### config.mk
export PLATFORM = sky130hd
export DESIGN_NAME = plcm_queue
export DESIGN_NICKNAME = d
export VERILOG_FILES = /design/src/rtl/plcm_pkg.sv /design/src/rtl/plcm_queue.sv
export SDC_FILE = /design/constraint.sdc
export NUM_CORES = 1
export LEC_CHECK = 0
export BUFFER_PORTS_ARGS = -buffer_cell sky130_fd_sc_hd__clkbuf_2
export CELL_PAD_IN_SITES_DETAIL_PLACEMENT = 2
export CELL_PAD_IN_SITES_GLOBAL_PLACEMENT = 2
export CORE_UTILIZATION = 45
export DETAILED_ROUTE_END_ITERATION = 8
export PLACE_DENSITY_LB_ADDON = 0.1
export SLEW_MARGIN = 25
export SYNTH_ARGS = -nofsm -noshare
export SYNTH_HDL_FRONTEND = slang
export SYNTH_SLANG_ARGS = --single-unit
export TNS_END_PERCENT = 30
### constraint.sdc
create_clock -name clk -period 3.35 [get_ports clk]
set_input_delay 0.335 -clock clk [delete_from_list [all_inputs] [get_ports clk]]
set_output_delay 0.335 -clock clk [all_outputs]
set_load 0.02 [all_outputs]
### src/rtl/plcm_pkg.sv
// Shared types, widths, fixed coefficient tables and arithmetic helpers
// for the pigment latent colour mixer. No dependencies.
package plcm_pkg;

    // Field and datapath widths
    localparam int AMT_W  = 18;   // signed Q2.16 input concentration
    localparam int CW     = 17;   // clamped concentration, 0..65536
    localparam int TW     = 19;   // sum of three clamped concentrations
    localparam int WW     = 17;   // weight, 0..65536
    localparam int LW     = 24;   // Q4.20 coefficient
    localparam int ZW     = 27;   // signed value with 24 fraction bits
    localparam int RW     = 36;   // divider remainder
    localparam int NDIV   = 17;   // quotient bits, one per divider stage
    localparam int BLW    = 44;   // latent blend accumulator
    localparam int PW     = 56;   // polynomial accumulator
    localparam int LVL_W  = 16;   // output level
    localparam int NLAT   = 7;
    localparam int NMON   = 20;
    localparam int ONE16  = 65536;

    // Four weights: white, red, blue, yellow from the lowest lane up
    typedef logic [3:0][WW-1:0] wvec_t;

    // Payload of one divider stage
    typedef struct packed {
        logic                 ovf;
        logic [TW-1:0]        total;
        logic [2:0][CW-1:0]   amt;
        logic [2:0][RW-1:0]   rem;
        logic [2:0][NDIV-1:0] quo;
    } div_stage_t;

    // Decimal (scaled by 1e8) to Q4.20, rounded to nearest, ties away from zero
    function automatic longint qp(input longint n);
        return (n * 64'sd1048576 + 64'sd50000000) / 64'sd100000000;
    endfunction

    function automatic longint qn(input longint n);
        return -qp(n);
    endfunction

    // Latent vectors of white, red, blue and yellow
    localparam logic signed [LW-1:0] LATENT [4][NLAT] = '{
        '{24'sd0, 24'sd0, 24'sd0, LW'(qp(100000000)), LW'(qp(481862)), LW'(qp(21851)),
          LW'(qp(295198))},
        '{24'sd0, LW'(qp(33960806)), LW'(qp(65860828)), LW'(qp(178365)), LW'(qp(8873356)),
          LW'(qn(1747544)), LW'(qn(6755477))},
        '{LW'(qp(86413725)), LW'(qp(441961)), LW'(qp(2987264)), LW'(qp(10157050)),
          LW'(qn(5379499)), LW'(qn(1226009)), LW'(qp(350272))},
        '{LW'(qp(392157)), LW'(qp(85950980)), 24'sd0, LW'(qp(13656863)), LW'(qp(3300247)),
          LW'(qp(10249173)), LW'(qn(8066935))}
    };

    // Cubic coefficients, one row per monomial, columns R, G, B
    localparam logic signed [LW-1:0] POLY [NMON][3] = '{
        '{LW'(qp(7717053)),   LW'(qp(2826978)),   LW'(qp(24832992))},
        '{LW'(qp(95912302)),  LW'(qp(80256528)),  LW'(qp(3561839))},
        '{LW'(qp(74683774)),  LW'(qp(4868586)),   24'sd0},
        '{LW'(qp(99518138)),  LW'(qp(99978149)),  LW'(qp(99704802))},
        '{LW'(qp(4819146)),   LW'(qp(83363781)),  LW'(qp(32515377))},
        '{LW'(qn(68146950)),  LW'(qp(146107803)), LW'(qp(106980936))},
        '{LW'(qp(27058419)),  LW'(qn(15324870)),  LW'(qp(198735057))},
        '{LW'(qp(80478189)),  LW'(qp(67093710)),  LW'(qp(18424500))},
        '{LW'(qn(35031003)),  LW'(qp(137855826)), LW'(qp(368865000))},
        '{LW'(qp(105128046)), LW'(qp(197815239)), LW'(qp(282989073))},
        '{LW'(qp(321607125)), LW'(qp(81270228)),  LW'(qp(103384539))},
        '{LW'(qp(278893374)), LW'(qp(41565549)),  LW'(qn(4487295))},
        '{LW'(qp(302162577)), LW'(qp(255374103)), LW'(qp(32766114))},
        '{LW'(qp(295124691)), LW'(qp(281201112)), LW'(qp(117578442))},
        '{LW'(qp(282677043)), LW'(qp(79933038)),  LW'(qp(181715262))},
        '{LW'(qp(299691099)), LW'(qp(122593053)), LW'(qp(180653661))},
        '{LW'(qp(187394106)), LW'(qp(205027182)), LW'(qn(29835996))},
        '{LW'(qp(256609566)), LW'(qp(703428198)), LW'(qp(62575374))},
        '{LW'(qp(408329484)), LW'(qn(140408358)), LW'(qp(214995522))},
        '{LW'(qp(600078678)), LW'(qp(255552042)), LW'(qp(190739502))}
    };

    localparam logic signed [2*ZW-1:0] RND24 = (2*ZW)'(64'sd8388608);

    // Clamp a signed Q2.16 concentration to 0..1
    function automatic logic [CW-1:0] clamp_amount(input logic signed [AMT_W-1:0] v);
        logic [CW-1:0] r;
        if (v < 0)
            r = '0;
        else if (v > AMT_W'(ONE16))
            r = CW'(ONE16);
        else
            r = v[CW-1:0];
        return r;
    endfunction

    // Product of two 24-fraction-bit values, rounded back to 24 fraction bits
    function automatic logic signed [ZW-1:0] mul24(input logic signed [ZW-1:0] a,
                                                   input logic signed [ZW-1:0] b);
        logic signed [2*ZW-1:0] p;
        p = (2*ZW)'(a) * (2*ZW)'(b);
        p = p + RND24;
        return ZW'(p >>> 24);
    endfunction

endpackage

### src/rtl/plcm_queue.sv
// Small FIFO of weight vectors between front and back ends. Uses plcm_pkg.
// Register-based; depth set by parameter.
module plcm_queue #(
    parameter int DEPTH = 4
) (
    input  logic            clk,
    input  logic            rst_n,
    input  logic            push,
    input  plcm_pkg::wvec_t din,
    input  logic            pop,
    output plcm_pkg::wvec_t dout,
    output logic            full,
    output logic            empty
);
    import plcm_pkg::*;

    localparam int PTR_W = (DEPTH > 1) ? $clog2(DEPTH) : 1;
    localparam int CNT_W = $clog2(DEPTH + 1);

    wvec_t             mem_reg [DEPTH];
    logic [PTR_W-1:0]  wr_reg, wr_next;
    logic [PTR_W-1:0]  rd_reg, rd_next;
    logic [CNT_W-1:0]  cnt_reg, cnt_next;

    assign full  = cnt_reg == CNT_W'(DEPTH);
    assign empty = cnt_reg == '0;
    assign dout  = mem_reg[rd_reg];

    // Pointer and count update
    always_comb
    begin
        wr_next  = wr_reg;
        rd_next  = rd_reg;
        cnt_next = cnt_reg;
        if (push)
        begin
            wr_next = (wr_reg == PTR_W'(DEPTH - 1)) ? '0 : wr_reg + 1'b1;
        end
        if (pop)
        begin
            rd_next = (rd_reg == PTR_W'(DEPTH - 1)) ? '0 : rd_reg + 1'b1;
        end
        if (push && !pop)
            cnt_next = cnt_reg + 1'b1;
        else if (pop && !push)
            cnt_next = cnt_reg - 1'b1;
    end

    always_ff @(posedge clk or negedge rst_n)
    begin
        if (!rst_n)
        begin
            wr_reg  <= '0;
            rd_reg  <= '0;
            cnt_reg <= '0;
        end
        else
        begin
            wr_reg  <= wr_next;
            rd_reg  <= rd_next;
            cnt_reg <= cnt_next;
        end
    end

    // Storage
    always_ff @(posedge clk)
    begin
        if (push)
        begin
            mem_reg[wr_reg] <= din;
        end
    end

endmodule

# Word-level counts from Yosys, hierarchy flattened
# Memories as Yosys holds them, arrays and structs flattened.
# Index checks and enable logic that the tools add are counted.
# totals
ram_bits,272
mem_count,1
ff_bits,7
input_bits,72
out_inout_bits,70
word_cells,23
# op_classes
n_eq_ne,3
reduce_logical,6
mux,6
addsub,4
# mem_list
memory,depth,width,read_ports,rd_ports_with_merged_regs,wr,line_no,text
mem_reg,4,68,1,0,1,plcm_queue.sv:20,wvec_t mem_reg [DEPTH];
# op_table
cell,n
$mux W3,2
$add A2 B1 Y2 const B,2
$eq A2 B2 Y1 const B,2
$mux W2,2
$add A3 B1 Y3 const B,1
$eq A3 B3 Y1 const B,1
$logic_not A3 Y1,1
$sub A3 B1 Y3 const B,1
$logic_and A1 B1 Y1,2
$logic_not A1 Y1,2
$mux W1,2
$reduce_bool A2 Y1,1

# Longest topological paths before layout
# depth
word_depth,4
mapped_depth,7

# Least setup slack after synthesis
# OpenSTA, ideal clock, no wires.
# synth_path
path_type,reg2reg
startpoint,register wr_reg[0]
endpoint,"memory mem_reg[0][0] (netlist bit), enable pin"
n_path_buf,0
setup_time_ps,433
slack_ps,698
arrival_time_ps,2219
stages_incl_launch_ff,4
path_cell_list,dfrtp_1 -> inv_1 -> ha_1 -> and2_1
# synth_lines
element,line_no,text
start: declaration,plcm_queue.sv:21,"logic [PTR_W-1:0] wr_reg, wr_next;"
start signal: assignment,plcm_queue.sv:59,wr_reg <= wr_next;
end: declaration,plcm_queue.sv:20,
# Straight into the memory's write port.

==> run_results.csv <==
group,metric,value,unit
power_and_ir_drop,vdd_drop_max,480.8,µV
timing,slew_violations,0,
clocking,clkTransAtPathRegs,60,ps
timing,max_slew_margin,0.4803,
logic_synthesis,postSynthAreaPerCell,26.22,µm²
finish,final_util,0.5655,
routing,drt_first_iter_violations,203,
critical_path,r2r_end,"mem_reg[1][23]",
clocking,clockRootBuffer,"clkbuf_16",
finish,layout.nets,673,
power_and_ir_drop,p_clk_frac,0.303,
routing,drc_errors,0,
floorplan,initial_core_util,0.4565,
worst_hold_path,worstHoldStart,"din[40]",
timing,whs,18.83,ps
power_and_ir_drop,power,11.71,mW
finish,nFillCells,1883,
logic_synthesis,netlist_area,10300,µm²
power_and_ir_drop,combPwrFrac,0.283,
logic_synthesis,ys_async_sr_fraction,0.02509,
timing,setup_tns,0,ps
critical_path,cp-start-kind,"flip-flop",
power_and_ir_drop,switching_power,3.655,mW
worst_hold_path,min_path_type,"in2reg",
worst_hold_path,whs_path_depth,1,
finish,multi_input_area,1763,µm²
timing,max_freq,0.3517,GHz
critical_path,critPathLaunch,"rd_reg[0]",
power_and_ir_drop,sw_frac_of_total,0.3122,
global_route,grt_max_degree,47,
power_and_ir_drop,leakagePower,4.459,nW
power_and_ir_drop,power_density,917.2,nW/µm²
floorplan,die-area,23510,µm²
routing,wirelength,23.56,mm
routing,vias,4827,
logic_synthesis,synthCells,393,
finish,drive_above_1_share,0.4547,
critical_path,cp_data_arrival_time,2510,ps
clocking,post-cts-setup-buffer-count,0,
critical_path,crit_required,3010,ps
logic_synthesis,synth_edf_count,272,
global_route,grt_pass1_wl,35.11,mm
critical_path,crit_type,"reg2out",
critical_path,path_max_fanout,26,
global_route,grtUsageTotal,0.2076,
routing,viasPerCell,5.346,
clocking,cts_buffer_depth,3,
floorplan,die_y,153.3,µm
critical_path,r2r_slack,1360,ps
timing,skew,13.14,ps
timing,fin_crit_sh,0.8488,
place,gp_congestion,0.7905,
clocking,clock_latency,550,ps
logic_synthesis,synthesis.nets,472,
clocking,cts_tree,"yes",
logic_synthesis,synth_flop_cell,"edfxtp_1",
floorplan,die_w,153.3,µm
clocking,htreeDepth,1,
place,port_buffers,141,
timing,worst_slew_pin_slew,779.6,ps
logic_synthesis,ys_ff_latch,279,
logic_synthesis,yosys_warnings,0,
run,cap_violations,0,
place,post-dp-hpwl,14.70,mm
timing,fin_crit,2844,ps
routing,drt_pass1_iterations,4,
power_and_ir_drop,power_frac_seq,0.414,
critical_path,r2r_start,"wr_reg[1]",
critical_path,crit_end,"dout[36]",
timing,setup_viol,0,
power_and_ir_drop,p_int,8.052,mW
logic_synthesis,yosysSeqAreaShare,0.8096,
finish,regArea,8351,µm²
critical_path,r2r_cells,4,
clocking,clkSinkCount,279,
floorplan,num_io_pins,142,
logic_synthesis,yosysUniqueCellTypes,19,
finish,largest_register_ffs,272,
floorplan,rows,55,
routing,wl_per_cell,26.09,µm
finish,diodes,0,
outcome,outcome,"completed",
floorplan,coreArea,22570,µm²
clocking,cts_buffers,30,
global_route,antenna_found_initial,0,
global_route,gr-total-overflow,0,
timing,finalHoldViolations,0,
timing,rsz0062_at_grt,"no",
finish,syn_to_final_growth,23.86,%
global_route,first_global_vias,5492,
routing,postRouteAntennaNets,0,
critical_path,endpoint_kind,"output pin",
[timing repair]
| action | CTS | global route |
|---|---|---|
| hold endpoints to repair | 131 | 0 |
| hold buffers | 35 | 0 |
| resized for setup | 0 | 0 |
[layout make-up]
| class | instances | area share |
|---|---|---|
| Clock inverter | 23 | 0.02333 |
| Multi-Input combinational cell | 94 | 0.1381 |
| Timing Repair Buffer | 185 | 0.09391 |
| Inverter | 4 | 0.001176 |
| Tap cell | 285 | 0.02794 |
| Clock buffer | 33 | 0.06127 |
| Sequential cell | 279 | 0.6542 |
[synthesized netlist by cell type (2+ instances only)]
library cell	n	share of area
buf_12	7	0.014
mux2_2	3	0.0033
edfxtp_1	272	0.79
dfrtp_1	7	0.017
o21ai_0	2	0.00097
inv_1	4	0.0015
mux4_2	68	0.15
ha_1	6	0.0073
buf_2	7	0.0034
nor2_1	3	0.0011
nand2_1	2	0.00073
xor2_1	2	0.0017
and2_1	4	0.0024
[power groups by stage]
stage	Combinational (mW)	Sequential [mW]	Clock, mW
6_report	3.31	4.85	3.54
2_1_floorplan	2.52	4.67	0
3_3_place_gp	3.23	4.85	0
3_5_place_dp	3.34	4.94	0
5_1_grt	3.53	4.92	3.72
4_1_cts	3.41	4.88	3.63
[worst min-delay path by stage]
stage                endpoint  slack [ps]
3_5_place_dp       cnt_reg[2]         190
3_3_place_gp       cnt_reg[2]         180
2_1_floorplan      cnt_reg[0]          40
4_1_cts         mem_reg[3][5]         0.5
5_1_grt        mem_reg[2][40]          10
6_report       mem_reg[2][40]          20
[critical path, cell delays in order, from the launching register on]
cell and delay, ps:
dfrtp_4 770, buf_4 400, mux4_2 570, clkbuf_2 180
[cells in the final DEF, fill, tap and decap left out, types with 4 or more instances in the layout]
master         instances
and2_4                 4
buf_12                 6
bufinv_16              6
clkbuf_16             30
clkbuf_2             141
clkinv_2               8
dfrtp_1                5
dlygate4sd3_1         35
edfxtp_1             272
ha_1                   6
inv_1                  4
mux4_2                68
[per-stage QoR]
step | cells | worst slack [ps] | area, µm²
2_1_floorplan | 393 | 698.0 | 10300
3_3_place_gp | 812 | 1101 | 11330
3_5_place_dp | 812 | 1029 | 11330
4_1_cts | 903 | 430.5 | 12760
5_1_grt | 903 | 350.0 | 12760
6_report | 903 | 506.5 | 12760
[routing by layer]
metal / vias up / global-route usage / routed length, µm
met3: 33 / 0.03629 / 999
li1: 2096 / - / -
met5: - / 0 / 0
met2: 145 / 0.3683 / 12700
met1: 2553 / 0.2621 / 9300
met4: 0 / 0.05964 / 563
[cell families after synthesis]
family                   synth area share
AO/OA/AOI/OAI                   0.0009714
XOR/XNOR                         0.002550
adder cells (fa/ha/maj)          0.009228
buffers and inverters             0.02028
flip-flops                         0.8096
multiplexers                       0.1519
AND/OR/NAND/NOR                  0.005463
No activity file was read; power rests on OpenSTA's default activity.
